`src/hdl/sbsn_pkg.sv`:
```
package sbsn_pkg;

  localparam int unsigned CAPACITY_DEF = 16;

  typedef enum logic [1:0] {
    REQ_ADD     = 2'd0,
    REQ_COMPUTE = 2'd1,
    REQ_CLEAR   = 2'd2
  } req_t;

  typedef enum logic [1:0] {
    KIND_STATUS = 2'd0,
    KIND_STATS  = 2'd1,
    KIND_NORM   = 2'd2
  } kind_t;

  typedef enum logic [1:0] {
    ST_ACCEPTED = 2'd0,
    ST_FULL     = 2'd1,
    ST_EMPTY    = 2'd2,
    ST_CLEARED  = 2'd3
  } status_t;

  typedef enum logic [2:0] {
    S_IDLE,
    S_SCAN_RD,
    S_SCAN_ACC,
    S_DIV_LOAD,
    S_DIV_RUN,
    S_STAT,
    S_NORM_RD,
    S_NORM_OUT
  } state_t;

  typedef struct packed {
    logic    load_status;
    status_t status;
    logic    mem_wr;
    logic    cnt_clr;
    logic    cnt_inc;
    logic    rd_en;
    logic    acc_en;
    logic    idx_clr;
    logic    idx_inc;
    logic    div_load;
    logic    div_step;
    logic    load_stat;
    logic    load_norm;
  } cmd_t;

  typedef struct packed {
    logic count_zero;
    logic full;
    logic idx_last;
    logic div_done;
    logic out_free;
  } sts_t;

endpackage

```
`src/hdl/sbsn_ctrl.sv`:
```
module sbsn_ctrl
  import sbsn_pkg::*;
(
  input  logic       clk,
  input  logic       rst_n,
  input  logic       in_valid,
  input  logic [1:0] in_req_type,
  output logic       in_ready,
  input  sts_t       sts,
  output cmd_t       cmd
);

  state_t state_r;
  state_t state_nxt;
  logic   take;

  assign take = in_valid && sts.out_free;

  always_ff @(posedge clk) begin
    if (!rst_n) begin
      state_r <= S_IDLE;
    end else begin
      state_r <= state_nxt;
    end
  end

  always_comb begin
    state_nxt = state_r;
    unique case (state_r)
      S_IDLE: begin
        if (take && in_req_type == REQ_COMPUTE && !sts.count_zero) begin
          state_nxt = S_SCAN_RD;
        end
      end
      S_SCAN_RD:  state_nxt = S_SCAN_ACC;
      S_SCAN_ACC: state_nxt = sts.idx_last ? S_DIV_LOAD : S_SCAN_RD;
      S_DIV_LOAD: state_nxt = S_DIV_RUN;
      S_DIV_RUN: begin
        if (sts.div_done) begin
          state_nxt = S_STAT;
        end
      end
      S_STAT: begin
        if (sts.out_free) begin
          state_nxt = S_NORM_RD;
        end
      end
      S_NORM_RD: state_nxt = S_NORM_OUT;
      S_NORM_OUT: begin
        if (sts.out_free) begin
          state_nxt = sts.idx_last ? S_IDLE : S_NORM_RD;
        end
      end
      default: state_nxt = S_IDLE;
    endcase
  end

  always_comb begin
    cmd      = '0;
    in_ready = 1'b0;
    unique case (state_r)
      S_IDLE: begin
        in_ready = sts.out_free;
        if (take) begin
          unique case (in_req_type)
            REQ_ADD: begin
              cmd.load_status = 1'b1;
              if (sts.full) begin
                cmd.status = ST_FULL;
              end else begin
                cmd.status  = ST_ACCEPTED;
                cmd.mem_wr  = 1'b1;
                cmd.cnt_inc = 1'b1;
              end
            end
            REQ_COMPUTE: begin
              if (sts.count_zero) begin
                cmd.load_status = 1'b1;
                cmd.status      = ST_EMPTY;
              end else begin
                cmd.idx_clr = 1'b1;
              end
            end
            REQ_CLEAR: begin
              cmd.load_status = 1'b1;
              cmd.status      = ST_CLEARED;
              cmd.cnt_clr     = 1'b1;
            end
            default: ;
          endcase
        end
      end
      S_SCAN_RD: cmd.rd_en = 1'b1;
      S_SCAN_ACC: begin
        cmd.acc_en = 1'b1;
        if (sts.idx_last) begin
          cmd.idx_clr = 1'b1;
        end else begin
          cmd.idx_inc = 1'b1;
        end
      end
      S_DIV_LOAD: cmd.div_load = 1'b1;
      S_DIV_RUN:  cmd.div_step = !sts.div_done;
      S_STAT:     cmd.load_stat = sts.out_free;
      S_NORM_RD:  cmd.rd_en = 1'b1;
      S_NORM_OUT: begin
        if (sts.out_free) begin
          cmd.load_norm = 1'b1;
          if (sts.idx_last) begin
            cmd.idx_clr = 1'b1;
          end else begin
            cmd.idx_inc = 1'b1;
          end
        end
      end
      default: ;
    endcase
  end

endmodule

```
`src/hdl/sbsn_dp.sv`:
```
module sbsn_dp
  import sbsn_pkg::*;
#(
  parameter int unsigned CAPACITY = CAPACITY_DEF
) (
  input  logic               clk,
  input  logic               rst_n,
  input  logic signed [15:0] in_sample,
  input  cmd_t               cmd,
  output sts_t               sts,
  output logic               out_valid,
  input  logic               out_ready,
  output logic [1:0]         out_item_kind,
  output logic [1:0]         out_status,
  output logic signed [15:0] out_max_value,
  output logic signed [15:0] out_min_value,
  output logic signed [23:0] out_mean_q8,
  output logic signed [16:0] out_norm_value,
  output logic               out_last
);

  localparam int CW  = $clog2(CAPACITY + 1);
  localparam int AW  = (CAPACITY > 1) ? $clog2(CAPACITY) : 1;
  localparam int SW  = 16 + CW;
  localparam int DW  = SW + 8;
  localparam int SCW = $clog2(DW + 1);

  logic signed [15:0] mem [CAPACITY];
  logic signed [15:0] rd_data_r;

  logic [CW-1:0]  count_r;
  logic [CW-1:0]  idx_r;
  logic signed [15:0] max_r;
  logic signed [15:0] min_r;
  logic signed [SW-1:0] sum_r;
  logic first;

  logic [DW-1:0]  dq_r;
  logic [CW:0]    rem_r;
  logic [SCW-1:0] step_r;
  logic [CW:0]    rem_sh;
  logic           rem_ge;
  logic [SW-1:0]  sum_mag;
  logic           sum_neg;
  logic [DW:0]    rnd;
  logic [16:0]    off_mag;
  logic signed [16:0] off_r;
  logic [23:0]    mean_mag;
  logic signed [23:0] mean_val;
  logic signed [17:0] norm_diff;

  logic out_valid_r;

  assign sts.count_zero = (count_r == '0);
  assign sts.full       = (count_r == CW'(CAPACITY));
  assign sts.idx_last   = (idx_r == count_r - CW'(1));
  assign sts.div_done   = (step_r == SCW'(DW));
  assign sts.out_free   = !out_valid_r || out_ready;

  always_ff @(posedge clk) begin
    if (cmd.mem_wr) begin
      mem[count_r[AW-1:0]] <= in_sample;
    end
    if (cmd.rd_en) begin
      rd_data_r <= mem[idx_r[AW-1:0]];
    end
  end

  always_ff @(posedge clk) begin
    if (!rst_n) begin
      count_r <= '0;
    end else if (cmd.cnt_clr) begin
      count_r <= '0;
    end else if (cmd.cnt_inc) begin
      count_r <= count_r + CW'(1);
    end
  end

  always_ff @(posedge clk) begin
    if (!rst_n) begin
      idx_r <= '0;
    end else if (cmd.idx_clr) begin
      idx_r <= '0;
    end else if (cmd.idx_inc) begin
      idx_r <= idx_r + CW'(1);
    end
  end

  assign first = (idx_r == '0);

  always_ff @(posedge clk) begin
    if (cmd.acc_en) begin
      if (first) begin
        max_r <= rd_data_r;
        min_r <= rd_data_r;
        sum_r <= SW'(rd_data_r);
      end else begin
        if (rd_data_r > max_r) begin
          max_r <= rd_data_r;
        end
        if (rd_data_r < min_r) begin
          min_r <= rd_data_r;
        end
        sum_r <= sum_r + SW'(rd_data_r);
      end
    end
  end

  assign sum_neg = sum_r[SW-1];
  assign sum_mag = sum_neg ? (~sum_r + SW'(1)) : sum_r;

  assign rem_sh = {rem_r[CW-1:0], dq_r[DW-1]};
  assign rem_ge = (rem_sh >= {1'b0, count_r});

  always_ff @(posedge clk) begin
    if (!rst_n) begin
      step_r <= '0;
    end else if (cmd.div_load) begin
      step_r <= '0;
    end else if (cmd.div_step) begin
      step_r <= step_r + SCW'(1);
    end
  end

  always_ff @(posedge clk) begin
    if (cmd.div_load) begin
      dq_r  <= {sum_mag, 8'd0};
      rem_r <= '0;
    end else if (cmd.div_step) begin
      dq_r  <= {dq_r[DW-2:0], rem_ge};
      rem_r <= rem_ge ? (rem_sh - {1'b0, count_r}) : rem_sh;
    end
  end

  assign mean_mag  = dq_r[23:0];
  assign mean_val  = sum_neg ? (~mean_mag + 24'd1) : mean_mag;
  assign rnd       = {1'b0, dq_r} + (DW + 1)'(128);
  assign off_mag   = rnd[24:8];
  assign norm_diff = 18'(rd_data_r) - 18'(off_r);

  always_ff @(posedge clk) begin
    if (cmd.load_stat) begin
      off_r <= sum_neg ? (~off_mag + 17'd1) : off_mag;
    end
  end

  always_ff @(posedge clk) begin
    if (!rst_n) begin
      out_valid_r <= 1'b0;
    end else if (cmd.load_status || cmd.load_stat || cmd.load_norm) begin
      out_valid_r <= 1'b1;
    end else if (out_ready) begin
      out_valid_r <= 1'b0;
    end
  end

  always_ff @(posedge clk) begin
    priority if (cmd.load_status) begin
      out_item_kind  <= KIND_STATUS;
      out_status     <= cmd.status;
      out_max_value  <= '0;
      out_min_value  <= '0;
      out_mean_q8    <= '0;
      out_norm_value <= '0;
      out_last       <= 1'b1;
    end else if (cmd.load_stat) begin
      out_item_kind  <= KIND_STATS;
      out_status     <= ST_ACCEPTED;
      out_max_value  <= max_r;
      out_min_value  <= min_r;
      out_mean_q8    <= mean_val;
      out_norm_value <= '0;
      out_last       <= 1'b0;
    end else if (cmd.load_norm) begin
      out_item_kind  <= KIND_NORM;
      out_status     <= ST_ACCEPTED;
      out_max_value  <= '0;
      out_min_value  <= '0;
      out_mean_q8    <= '0;
      out_norm_value <= norm_diff[16:0];
      out_last       <= sts.idx_last;
    end
  end

  assign out_valid = out_valid_r;

endmodule

```
`src/hdl/sample_buffer_stats_normalizer_top.sv`:
```
// Add, clear and compute on empty: result word loaded at the accepting edge, visible next
// cycle; one word taken per cycle while the output drains.
// Compute on N samples: a read and accumulate step per sample, a divider load, a bit-serial divide
// over D = 24 + clog2(CAPACITY+1) quotient bits (29 at 16), the statistics word, then a read and
// output step per normalized word, each held while the output stalls; next request once idle.
// Reset (synchronous, active low) clears the sample count and output valid; store is not cleared.
module sample_buffer_stats_normalizer_top
  import sbsn_pkg::*;
#(
  parameter int unsigned CAPACITY = CAPACITY_DEF
) (
  input  logic               clk,
  input  logic               rst_n,
  input  logic               in_valid,
  output logic               in_ready,
  input  logic [1:0]         in_req_type,
  input  logic signed [15:0] in_sample,
  output logic               out_valid,
  input  logic               out_ready,
  output logic [1:0]         out_item_kind,
  output logic [1:0]         out_status,
  output logic signed [15:0] out_max_value,
  output logic signed [15:0] out_min_value,
  output logic signed [23:0] out_mean_q8,
  output logic signed [16:0] out_norm_value,
  output logic               out_last
);

  cmd_t cmd;
  sts_t sts;

  sbsn_ctrl u_ctrl (
    .clk         (clk),
    .rst_n       (rst_n),
    .in_valid    (in_valid),
    .in_req_type (in_req_type),
    .in_ready    (in_ready),
    .sts         (sts),
    .cmd         (cmd)
  );

  sbsn_dp #(
    .CAPACITY (CAPACITY)
  ) u_dp (
    .clk            (clk),
    .rst_n          (rst_n),
    .in_sample      (in_sample),
    .cmd            (cmd),
    .sts            (sts),
    .out_valid      (out_valid),
    .out_ready      (out_ready),
    .out_item_kind  (out_item_kind),
    .out_status     (out_status),
    .out_max_value  (out_max_value),
    .out_min_value  (out_min_value),
    .out_mean_q8    (out_mean_q8),
    .out_norm_value (out_norm_value),
    .out_last       (out_last)
  );

endmodule

```
`config.mk`:
```
export PLATFORM = sky130hd
export DESIGN_NAME = sample_buffer_stats_normalizer_top
export DESIGN_NICKNAME = d
export VERILOG_FILES = /design/src/hdl/sbsn_pkg.sv /design/src/hdl/sbsn_ctrl.sv /design/src/hdl/sbsn_dp.sv /design/src/hdl/sample_buffer_stats_normalizer_top.sv
export SDC_FILE = /design/constraint.sdc
export NUM_CORES = 1
export LEC_CHECK = 0
export BUFFER_PORTS_ARGS = -buffer_cell sky130_fd_sc_hd__buf_2
export CAP_MARGIN = 0
export CORE_UTILIZATION = 40
export DETAILED_ROUTE_END_ITERATION = 16
export PLACE_DENSITY_LB_ADDON = 0.1
export REMOVE_ABC_BUFFERS = 1
export SLEW_MARGIN = 25
export SYNTH_ARGS = -nofsm -noshare
export SYNTH_HDL_FRONTEND = slang
export SYNTH_HIERARCHICAL = 1
export SYNTH_SLANG_ARGS = --single-unit
```
`constraint.sdc`:
```
create_clock -name clk -period 9.6 [get_ports clk]
set_input_delay 0 -clock clk [delete_from_list [all_inputs] [get_ports clk]]
set_output_delay 0 -clock clk [all_outputs]
set_load 0.02 [all_outputs]
```
Word level (Yosys, flattened, before mapping). Memory sizes are Yosys's and may differ from the RTL's. A register that Yosys moved wholly into a read port is not among the register bits. Index checks and enable logic that the tools add are counted.

Word-level logic and storage cells: 140. Memory bits (read-only): 0. Memory bits (writable): 256. Input bits: 22. Bits in registers: 201. Latch bits: 0. Output and inout port bits: 80. Memories kept: 1.

Memory list: u_dp.mem (depth 16, width 16, read ports 1, clocked after memory_dff 1, wr ports 1, RTL line sbsn_dp.sv:28) `logic signed [15:0] mem [CAPACITY];`.

Div/mod/pow operators: 0. Eq/ne operators: 16. Bitwise operators: 4. $lt $le $gt $ge: 3. Add/sub/neg operators: 11. Reduce and logical (&&, ||, !) cells: 27. Multiply operators: 0. Multiplexer cells: 58. Shifts and indexed selects: 0.

Operator list (number): two-way mux 16 bit (7); two-way mux 24 bit (3); two-way mux 29 bit (2); two-way mux 21 bit (2); adder 25 x 8 -> 25 bit, second input constant (1); two-way mux 1 bit (25); adder 24 x 1 -> 24 bit, second input constant (1); inverter 24 bit (1); one-hot mux 3 bit (8 select lines) (1); adder 21 x 16 -> 21 bit (1); adder 21 x 2 -> 21 bit, second input constant (1); inverter 21 bit (1); two-way mux 3 bit (6); adder 17 x 1 -> 17 bit, second input constant (1); two-way mux 17 bit (1); inverter 17 bit (1); subtractor 16 x 17 -> 17 bit (1); greater-than comparator 16 bit (1); less-than comparator 16 bit (1); adder 5 x 1 -> 5 bit, second input constant (3); == test 3 bit, second input constant (4); two-way mux 6 bit (2); == test 5 bit, second input constant (2); zero test 5 bit (2); 25 further kinds (48).

Longest topological paths before layout. Gate-level depths: netlist (run 1).

Depth after elaboration: 8. Gate-level depth with buffers: 11. Mapped depth without buffers: 11.

By module. The synthesis (run 1) kept the hierarchy.

Modules (own cells, without submodules): sbsn_dp (cells each 1603, instances 1, seq. area each 13062.5 sq um, area an instance 21832.2 sq um); sbsn_ctrl (cells each 47, instances 1, seq. area each 60.1 sq um, area an instance 329.1 sq um).

Worst setup path after synthesis (run 1). No wires, ideal clock.

Path type: register to register. Start point: register u_dp.out_valid_r, in the netlist u_dp/out_valid. End point: memory u_dp.mem[1][0] (enable). Required time: 9.191 ns. Cell stages (with the launch flop): 8. Setup slack: 5.908 ns. Setup time: 0.409 ns. Path buffers: 1. Arrival time: 3.283 ns. Cells stage by stage: dfxtp_1 -> nand2b_1 -> nor4b_2 -> nand2_1 -> nor4_1 -> buf_4 -> nand2_1 -> nor3_1.

RTL lines: start: declaration (RTL line sbsn_dp.sv:52) `logic out_valid_r;`; start signal: assignment (RTL line sbsn_dp.sv:149) `out_valid_r <= 1'b0;`; start signal: assignment (RTL line sbsn_dp.sv:151) `out_valid_r <= 1'b1;`; start signal: assignment (RTL line sbsn_dp.sv:153) `out_valid_r <= 1'b0;`; end: declaration (RTL line sbsn_dp.sv:28).

==> results of run 1 <==
## layout make-up
| type | instances | area [um^2] |
|---|---|---|
| well taps | 696 | 871 |
| clock inverters | 27 | 303 |
| inverters | 88 | 330 |
| flip-flops and latches | 473 | 13100 |
| repair buffers | 148 | 913 |
| diodes | 2 | 5.00 |
| clock buffers | 73 | 1440 |
| multi-input cells | 1001 | 8430 |
| fillers | 4849 | 28800 |
## Yosys cell counts, types with 7 or more instances
master / instances
o21a_1: 7
ha_1: 86
a21oi_1: 65
clkbuf_1: 61
edfxtp_1: 365
mux2i_1: 18
o31ai_1: 8
mux4_2: 80
nand2b_1: 18
a31oi_1: 15
nand3_1: 24
or2_2: 9
nor2_1: 111
nor3_1: 21
and3_1: 12
a22o_1: 74
o21ai_0: 61
nor4_1: 16
nand4_1: 31
buf_2: 14
a21o_1: 28
xnor2_1: 69
or3_1: 9
dfxtp_1: 108
a211oi_1: 15
inv_1: 88
nor2b_1: 12
nand2_1: 78
xor2_1: 44
## worst register-to-register path, stage by stage (launching register included)
cell and delay, ps:
dfxtp_1 510, inv_1 140, ha_1 260, and3_1 190
nor4_1 290, buf_4 230, nand2_1 190, nor2_1 800
buf_4 330
## layer usage
layer / vias up / GRT usage, % / wire length [um]
li1: 6529 / - / -
met1: 6733 / 24.8 / 23300
met2: 237 / 31.5 / 25500
met3: 85 / 3.00 / 1910
met4: 0 / 6.28 / 1430
met5: - / 0 / 0
## path summary, 6_finish.rpt
kind / end / slack (ps)
setup reg to reg: u_dp/mem[9][5] / 6360
hold / removal: u_ctrl/state_r[1] / 260
hold reg to reg: u_dp/out_norm_value[15] / 460
setup / recovery: u_dp/mem[9][5] / 6360
## state kept, by name, indices dropped and copies added (netlist names)
| signal | flops |
|---|---|
| u_ctrl/state_r | 3 |
| u_dp/count_r | 5 |
| u_dp/dq_r | 29 |
| u_dp/idx_r | 5 |
| u_dp/max_r | 16 |
| u_dp/mem | 256 |
| u_dp/min_r | 16 |
| u_dp/off_r | 17 |
| u_dp/out_item_kind | 2 |
| u_dp/out_last | 1 |
| u_dp/out_max_value | 16 |
| u_dp/out_mean_q8 | 24 |
| u_dp/out_min_value | 16 |
| u_dp/out_norm_value | 17 |
| u_dp/out_status | 2 |
| u_dp/out_valid | 1 |
| u_dp/rd_data_r | 16 |
| u_dp/rem_r | 5 |
| u_dp/step_r | 5 |
| u_dp/sum_r | 21 |
## repair_timing
action                                 CTS  global route
hold buffers                            22             0
setup buffers                            0             0
endpoints found under the hold margin  277             0
## stage by stage
stage	utilization [%]	instances	worst slack (ps)	hold WS [ps]	total power, mW
after floorplan	-	1562	4700	98.9	2.38
after detailed placement	43.2	2384	6320	337	2.44
after global placement	43.1	2384	6370	336	2.44
final	46.9	2508	6360	263	4.42
after global routing	46.9	2508	6170	257	4.57
after CTS	46.8	2506	6310	208	4.47
## power by group through the flow
| stage | Clock (mW) | Sequential [mW] | Combinational (mW) |
|---|---|---|---|
| floorplan | 0 | 2.27 | 0.110 |
| global placement | 0 | 2.27 | 0.166 |
| detailed placement | 0 | 2.27 | 0.169 |
| CTS | 2.07 | 2.23 | 0.176 |
| global route | 2.14 | 2.23 | 0.196 |
| finish | 2.01 | 2.23 | 0.173 |
## logic make-up (layout without fill, tap and decap cells)
logic type	after synthesis	count (layout)	synth area share, %
multiplexers	99	99	8.99
AND/OR/NAND/NOR	383	383	8.93
buffers and inverters	176	336	3.34
adder cells (fa/ha/maj)	89	89	5.13
XOR/XNOR	113	113	4.47
AO/OA/AOI/OAI	317	317	9.94
flip-flops	473	473	59.2
other	0	2	0
==> flow_metrics.env, run 1 <==
export IMPL_status="finished, final reports clean"
export IMPL_p_clk_share_pct=45.6
export IMPL_switching_share_pct=21.9
export IMPL_hold_path_depth=3
export IMPL_arrival_ps=3560
export IMPL_cpMaxStageDelayCell="nor2_1"
export IMPL_crit_required_ps=9920
export IMPL_hold_path_class="primary input to flop"
export IMPL_finalHoldViolCount=0
export IMPL_fin_tns_setup_ps=0
export IMPL_cp_num_cells=8
export IMPL_stdcell_area_um2=25400
export IMPL_grt_antenna_before_repair=2
export IMPL_syn_area_um2=22200
export IMPL_drcViolationCount=0
export IMPL_yosys_warnings=6
export IMPL_first_iter_violations=748
export IMPL_intPower_mw=3.45
export IMPL_clock_latency_ps=620
export IMPL_r2r_start="u_dp/count_r[0]"
export IMPL_ys_ff_latch=473
export IMPL_drive_gt1_share_pct=18.2
export IMPL_synthDistinctLibCells=75
export IMPL_min_from="rst_n"
export IMPL_cp_cell_sequence="inv_1, ha_1, and3_1, nor4_1, buf_4, nand2_1, nor2_1, buf_4"
export IMPL_post_dp_hpwl_mm=34.5
export IMPL_drt_pass1_iter_count=4
export IMPL_max_stage_delay_ps=800
export IMPL_synth_main_ff_cell="edfxtp_1"
export IMPL_ir_drop_uv=143
export IMPL_portBuffers=101
export IMPL_start_util_pct=40.9
export IMPL_cts_buffers=53
export IMPL_critPathBufInv=3
export IMPL_via_per_inst=5.42
export IMPL_syn_avg_cell_area_um2=13.4
export IMPL_skew_ps=42.6
export IMPL_area_delta_synth_final_pct=14.7
export IMPL_final_cell_mix="edfxtp_1 (365), dfxtp_1 (106), buf_2 (101), nor2_1 (98), inv_1 (88)"
export IMPL_routabilityCongestion=0.836
export IMPL_grt_ovfl_total=0
export IMPL_setup_viol=0
export IMPL_core_area_um2=54200
export IMPL_grt_max_degree=67
export IMPL_synth_area_leader_cell="edfxtp_1"
export IMPL_die_area_um2=56300
export IMPL_path_delay_family="simple AND/OR/NAND/NOR gates"
export IMPL_relSlewSlack_pct=32.4
export IMPL_ys_top_cells_by_area="edfxtp_1 (49%), dfxtp_1 (9.8%), mux4_2 (8.1%), ha_1 (4.9%), a22o_1 (2.9%)"
export IMPL_vias=13600
export IMPL_grt_pass1_wl_mm=81.1
export IMPL_cts_tree="yes"
export IMPL_cts_root_buf="clkbuf_16"
export IMPL_path_max_fanout=9
export IMPL_die_w_um=237
export IMPL_wl_per_cell_um=20.8
export IMPL_synthArstFlopShare_pct=0
export IMPL_syn_inst=1650
export IMPL_htree_levels=2
export IMPL_synth_top_area_share_pct=49.5
export IMPL_synth_edf_count=365
export IMPL_tightest_slew_ps=1010
export IMPL_path_clk_slew_ps=70
export IMPL_fin_crit_ps=3240
export IMPL_p_sw_uw=965
export IMPL_timing_max_transition_violations_final=0
export IMPL_synth_seq_area_share_pct=59.2
export IMPL_grt_total_usage_pct=18.8
export IMPL_leakage_nw=9.10
export IMPL_drtAntennaViolNets=0
export IMPL_comb_power_share_pct=3.9
export IMPL_final_net_count=1876
export IMPL_crit_type="flop to flop"
export IMPL_wirelength_mm=52.2
export IMPL_p_per_area_nw_per_um2=174
export IMPL_ios=102
export IMPL_grt_pass1_vias=13600
export IMPL_fmax_mhz=309
export IMPL_final_common_cell="edfxtp_1"
export IMPL_startpoint="u_dp/count_r[0]"
export IMPL_r2r_cells=8
export IMPL_ctsResizeCount=0
export IMPL_post_route_period_util_pct=33.8
export IMPL_rsz0062_at_grt="false"
export IMPL_p_seq_share_pct=50.5
export IMPL_die_height_um=237
export IMPL_cts_sink_count=473
export IMPL_crit_top_cell="buf_4"
export IMPL_ctsLongestPathBuffers=3
export IMPL_critPathLaunchType="flop"
export IMPL_crit_path_end_kind="flop"
export IMPL_drv_cap=0
export IMPL_rows=85
export IMPL_placed_area_um2=23400
Power figures use the tool's default switching activity.
==> inputs of run 2 (changes only) <==
==> constraint.sdc (replaced) <==
create_clock -name clk -period 3.2 [get_ports clk]
set_input_delay 0 -clock clk [delete_from_list [all_inputs] [get_ports clk]]
set_output_delay 0 -clock clk [all_outputs]
set_load 0.02 [all_outputs]
==> run 2 against run 1 <==
  * Power rose to 3.0 times the previous value
  * First-iteration DRC count up 34%
  * Count of clock-buffer cells in the layout down 6
  * Utilization up 0.71 points
  * Die area unchanged
  * Cell count up 1.8%
  * Clock skew down 8.2 ps
  * Register-to-register slack worse by 6100 ps
  * Critical endpoint is now u_dp/sum_r[17]
  * Highest routed layer is now met5
==> flow_metrics.env, run 2 (synthesized netlist as in run 1, its figures left out) <==
export IMPL_ctsLongestPathBuffers=3
export IMPL_leakage_nw=9.38
export IMPL_whs_ps=277
export IMPL_die_w_um=237
export IMPL_status="finished, final reports clean"
export IMPL_drt_pass1_iter_count=5
export IMPL_p_clk_share_pct=45.9
export IMPL_routabilityCongestion=0.868
export IMPL_setup_viol=0
export IMPL_cts_tree="yes"
export IMPL_cts_root_buf="clkbuf_16"
export IMPL_largest_reg_flops=256
export IMPL_crit_type="flop to flop"
export IMPL_hold_path_class="primary input to flop"
export IMPL_clock_latency_ps=630
export IMPL_path_max_fanout=8
export IMPL_crit_path_end_kind="flop"
export IMPL_htree_levels=2
export IMPL_grt_pass1_wl_mm=83.0
export IMPL_grt_antenna_before_repair=6
export IMPL_p_per_area_nw_per_um2=518
export IMPL_drive_gt1_share_pct=20.5
export IMPL_timing_max_transition_violations_final=0
export IMPL_power_mw=13.4
export IMPL_grt_max_degree=69
export IMPL_core_area_um2=54200
export IMPL_p_sw_mw=2.92
export IMPL_p_seq_share_pct=49.9
export IMPL_ios=102
export IMPL_path_clk_slew_ps=60
export IMPL_grt_total_usage_pct=19.4
export IMPL_start_util_pct=40.9
export IMPL_drcViolationCount=0
export IMPL_rsz0062_at_grt="false"
export IMPL_tightest_slew_ps=737
export IMPL_final_cell_mix="edfxtp_1 (365), dfxtp_1 (106), buf_2 (101), nor2_1 (98), inv_1 (88)"
export IMPL_post_route_period_util_pct=91.8
export IMPL_die_area_um2=56300
export IMPL_finalHoldViolCount=0
export IMPL_grt_pass1_vias=13800
export IMPL_relSlewSlack_pct=50.9
export IMPL_wl_per_cell_um=21.2
export IMPL_n_antenna_cell=0
export IMPL_portBuffers=101
export IMPL_area_delta_synth_final_pct=16.4
export IMPL_ir_drop_uv=467
export IMPL_drv_cap=0
export IMPL_fmax_mhz=340
export IMPL_ctsResizeCount=0
export IMPL_first_iter_violations=1004
export IMPL_final_common_cell="edfxtp_1"
export IMPL_intPower_mw=10.5
export IMPL_critPathLaunchType="flop"
export IMPL_arrival_ps=3280
export IMPL_vias=13900
export IMPL_switching_share_pct=21.8
export IMPL_final_net_count=1923
export IMPL_crit_required_ps=3550
export IMPL_wirelength_mm=54.0
export IMPL_via_per_inst=5.43
export IMPL_cts_setup_buffers=0
export IMPL_cts_buffers=53
export IMPL_rows=85
export IMPL_drtAntennaViolNets=0
export IMPL_grt_ovfl_total=0
export IMPL_die_height_um=237
export IMPL_post_dp_hpwl_mm=36.5
export IMPL_skew_ps=34.4
export IMPL_cts_sink_count=473
export IMPL_comb_power_share_pct=4.2
export IMPL_fin_crit_ps=2940
run 2: cell count changes in the layout (fill, tap and decap cells not counted), sizes merged:
| cell | previous run | this run |
|---|---|---|
| buf | 126 | 173 |
| bufinv | 4 | 5 |
| diode | 2 | 0 |
| inv | 91 | 90 |
| clkbuf | 73 | 67 |
| clkinvlp | 0 | 2 |
| clkinv | 20 | 23 |
run 2: final timing paths:
check                               start  cells after the start  slack (ps)                       to
setup / recovery        u_dp/rd_data_r[5]                      8         260           u_dp/sum_r[17]
hold / removal                      rst_n                      3         280           u_dp/out_valid
setup reg to reg        u_dp/rd_data_r[5]                      8         260           u_dp/sum_r[17]
hold reg to reg   u_dp/out_norm_value[15]                      2         460  u_dp/out_norm_value[15]
run 2: critical path: stages, from the launching register on:
cell and delay [ps]:
edfxtp_1 550, ha_1 480, a21o_1 220, a221oi_1 390, o21ai_0 210, and3_1 260
a221oi_1 300, xor2_1 180, o21ai_0 80
run 2: power by group through the flow:
stage                     logic (mW)  registers (mW)  clock network [mW]
after floorplan                0.330            6.81                   0
after global placement         0.531            6.81                   0
after detailed placement       0.543            6.81                   0
after CTS                      0.566            6.68                6.31
after global routing           0.623            6.68                6.55
final                          0.558            6.68                6.14
run 2: per-stage QoR:
stage	setup slack [ps]	instance area (um^2)	std cells	setup TNS (ps)	utilization [%]
floorplan	-1700	21800	1562	-284190	-
global placement	390	23800	2431	0	43.9
detailed placement	318	23800	2431	0	43.9
CTS	305	25800	2552	0	47.6
global route	177	25800	2552	0	47.6
finish	262	25800	2552	0	47.6
run 2: cell type report:
cell class	instances	area, um^2
fill	4813	28400
sequential	473	13100
multi-input combinational	1001	8380
clock buffer	67	1430
timing repair buffer	195	1320
tap	696	871
clock inverter	32	348
inverter	88	330
run 2: layer usage:
metal	up-vias	part of all wire, %	GRT usage [%]
met3	90	3.7	3.12
met5	-	0.087	0
met2	258	50	33.3
li1	6620	-	-
met4	8	2.5	6.00
met1	6894	44	25.0
run 2: timing repair:
action / in CTS / in global routing
hold endpoints to repair: 277 / 0
hold buffers: 22 / 0
endpoints found under the setup margin: 0 / 0
==> inputs of run 3 (changes only) <==
--- a/config.mk
+++ b/config.mk
@@ -8,6 +8,7 @@
 export BUFFER_PORTS_ARGS = -buffer_cell sky130_fd_sc_hd__buf_2
 export CAP_MARGIN = 0
 export CORE_UTILIZATION = 40
+export CTS_BUF_LIST = sky130_fd_sc_hd__clkbuf_8
 export DETAILED_ROUTE_END_ITERATION = 16
 export PLACE_DENSITY_LB_ADDON = 0.1
 export REMOVE_ABC_BUFFERS = 1
==> run 3 against run 2 <==
  * Combinational power up 2%
  * Sequential share of layout area is 0.37 points higher
  * Non-clock buffer count is 2 higher
  * Clock skew shrank 12 ps
  * Die area unchanged
  * Via count increased by 1.6%
  * Cell area decreased by 0.71%
  * Critical endpoint is now u_dp/out_valid
==> flow_metrics.env, run 3 (synthesized netlist as in run 1, its figures left out) <==
export IMPL_area_delta_synth_final_pct=15.6
export IMPL_clock_latency_ps=660
export IMPL_post_dp_hpwl_mm=36.5
export IMPL_first_iter_violations=1003
export IMPL_ctsLongestPathBuffers=3
export IMPL_final_common_cell="edfxtp_1"
export IMPL_cts_setup_buffers=0
export IMPL_post_route_period_util_pct=92.0
export IMPL_placed_area_um2=23800
export IMPL_routabilityCongestion=0.868
export IMPL_whs_ps=228
export IMPL_setup_viol=0
export IMPL_cts_buffers=83
export IMPL_hold_path_depth=3
export IMPL_cpMaxStageDelayCell="dfxtp_1"
export IMPL_drtAntennaViolNets=0
export IMPL_grt_pass1_wl_mm=83.7
export IMPL_hold_end="u_ctrl/state_r[1]"
export IMPL_status="finished, final reports clean"
export IMPL_skew_ps=22.0
export IMPL_tightest_slew_ps=736
export IMPL_cts_root_buf="clkbuf_8"
export IMPL_wl_met2_mm=27.6
export IMPL_path_delay_family="simple AND/OR/NAND/NOR gates"
export IMPL_reg2reg_to="u_dp/out_valid"
export IMPL_final_net_count=1955
export IMPL_die_area_um2=56300
export IMPL_die_height_um=237
export IMPL_timing_max_transition_violations_final=0
export IMPL_start_util_pct=40.9
export IMPL_m1WireLength_mm=23.4
export IMPL_stdcell_area_um2=25600
export IMPL_top_layer="met5"
export IMPL_ff2ff_setup_slack_ps=260
export IMPL_drive_gt1_share_pct=21.6
export IMPL_drcViolationCount=0
export IMPL_via_per_inst=5.40
export IMPL_cts_tree="yes"
export IMPL_grt_max_degree=69
export IMPL_fin_crit_ps=2940
export IMPL_r2r_cells=10
export IMPL_vias=14100
export IMPL_grt_antenna_before_repair=7
export IMPL_max_stage_delay_ps=620
export IMPL_ios=102
export IMPL_largest_reg_flops=256
export IMPL_regArea_um2=13100
export IMPL_crit_path_end_kind="flop"
export IMPL_portBuffers=101
export IMPL_grt_total_usage_pct=19.6
export IMPL_ir_drop_uv=314
export IMPL_cp_cell_sequence="nor2_1, and3_1, nand2b_1, a21oi_1, buf_4, or2_2, nor2_4, buf_12, a21boi_0, dlygate4sd3_1"
export IMPL_r2r_start="u_dp/count_r[2]"
export IMPL_relSlewSlack_pct=50.9
export IMPL_route_met3_wl_mm=2.24
export IMPL_min_from="rst_n"
export IMPL_cts_sink_count=473
export IMPL_p_per_area_nw_per_um2=487
export IMPL_core_area_um2=54200
export IMPL_htree_levels=3
export IMPL_fillers=4906
export IMPL_leakage_nw=9.43
export IMPL_drv_cap=0
export IMPL_critPathLaunchType="flop"
export IMPL_path_max_fanout=31
export IMPL_drt_pass1_iter_count=5
export IMPL_arrival_ps=3490
export IMPL_rsz0062_at_grt="false"
export IMPL_hold_path_class="primary input to flop"
export IMPL_crit_required_ps=3740
export IMPL_rows=85
export IMPL_finalHoldViolCount=0
export IMPL_critPathBufInv=3
export IMPL_wirelength_mm=54.8
export IMPL_multi_input_area_um2=8380
export IMPL_path_clk_slew_ps=60
export IMPL_grt_ovfl_total=0
export IMPL_wl_per_cell_um=21.0
export IMPL_fmax_mhz=340
export IMPL_grt_pass1_vias=14200
export IMPL_die_w_um=237
export IMPL_crit_type="flop to flop"
export IMPL_final_cell_mix="edfxtp_1 (365), inv_1 (113), dfxtp_1 (104), buf_2 (101), nor2_1 (98)"
-- run 3: cell count changes in the layout (fill, tap and decap cells not counted), moves of 4 or more --
cell and change:
clkbuf_8 +88, clkbuf_1 -9, clkbuf_16 -53, clkinv_1 +5, inv_1 +25, bufinv_16 -4
-- run 3: per-stage QoR --
step                TNS, ps  power, mW  cells  setup slack (ps)  utilization, %
global route              0       13.0   2606              35.2            47.2
floorplan           -284190       7.14   1562             -1700               -
CTS                       0       12.7   2604              80.5            47.2
global placement          0       7.34   2431               390            43.9
finish                    0       12.5   2606               257            47.2
detailed placement        0       7.35   2431               318            43.9
-- run 3: timing repair --
| action | in CTS | in global routing |
|---|---|---|
| hold buffers | 23 | 0 |
| endpoints found under the hold margin | 278 | 0 |
| gates resized for setup | 0 | 2 |
| setup endpoints to repair | 0 | 1 |
-- run 3: final cells by class --
class                   count  share of cell area (%)
well taps                 696                    3.40
clock inverters            59                    1.19
clock buffers              91                    4.89
diodes                      1                 0.00977
multi-input cells        1001                    32.7
flip-flops and latches    473                    51.2
repair buffers            197                    5.27
inverters                  88                    1.29
-- run 3: per-layer routing --
layer / track usage [%] / vias up
li1: - / 6702
met1: 24.8 / 6967
met2: 33.6 / 305
met3: 3.67 / 103
met4: 6.98 / 8
met5: 0 / -
-- run 3: how the worst max path moves through the flow --
| stage | from | to | slack (ps) | depth (start not counted) |
|---|---|---|---|---|
| final | u_dp/count_r[2] | u_dp/out_valid | 260 | 10 |
| after global routing | u_dp/count_r[2] | u_dp/out_valid | 40 | 10 |
| after CTS | u_dp/count_r[0] | u_dp/out_valid | 80 | 11 |
| after detailed placement | u_dp/rd_data_r[5] | u_dp/sum_r[17] | 320 | 8 |
| after global placement | u_dp/rd_data_r[5] | u_dp/max_r[2] | 390 | 7 |
| after floorplan | u_dp/step_r[1] | u_dp/dq_r[10] | -1700 | 6 |
-- run 3: tightest hold or removal path, delay by kind of cell --
| family | cells | cell delay, ps |
|---|---|---|
| buffers and inverters | 2 | 700 |
| AO/OA/AOI/OAI | 1 | 130 |
-- run 3: power by group --
group	leakage (nW)	internal, mW	total (mW)	switching (mW)
registers	4.16	6.64	6.68	0.0421
logic	4.37	0.235	0.570	0.335
clock network	0.900	2.71	5.22	2.50
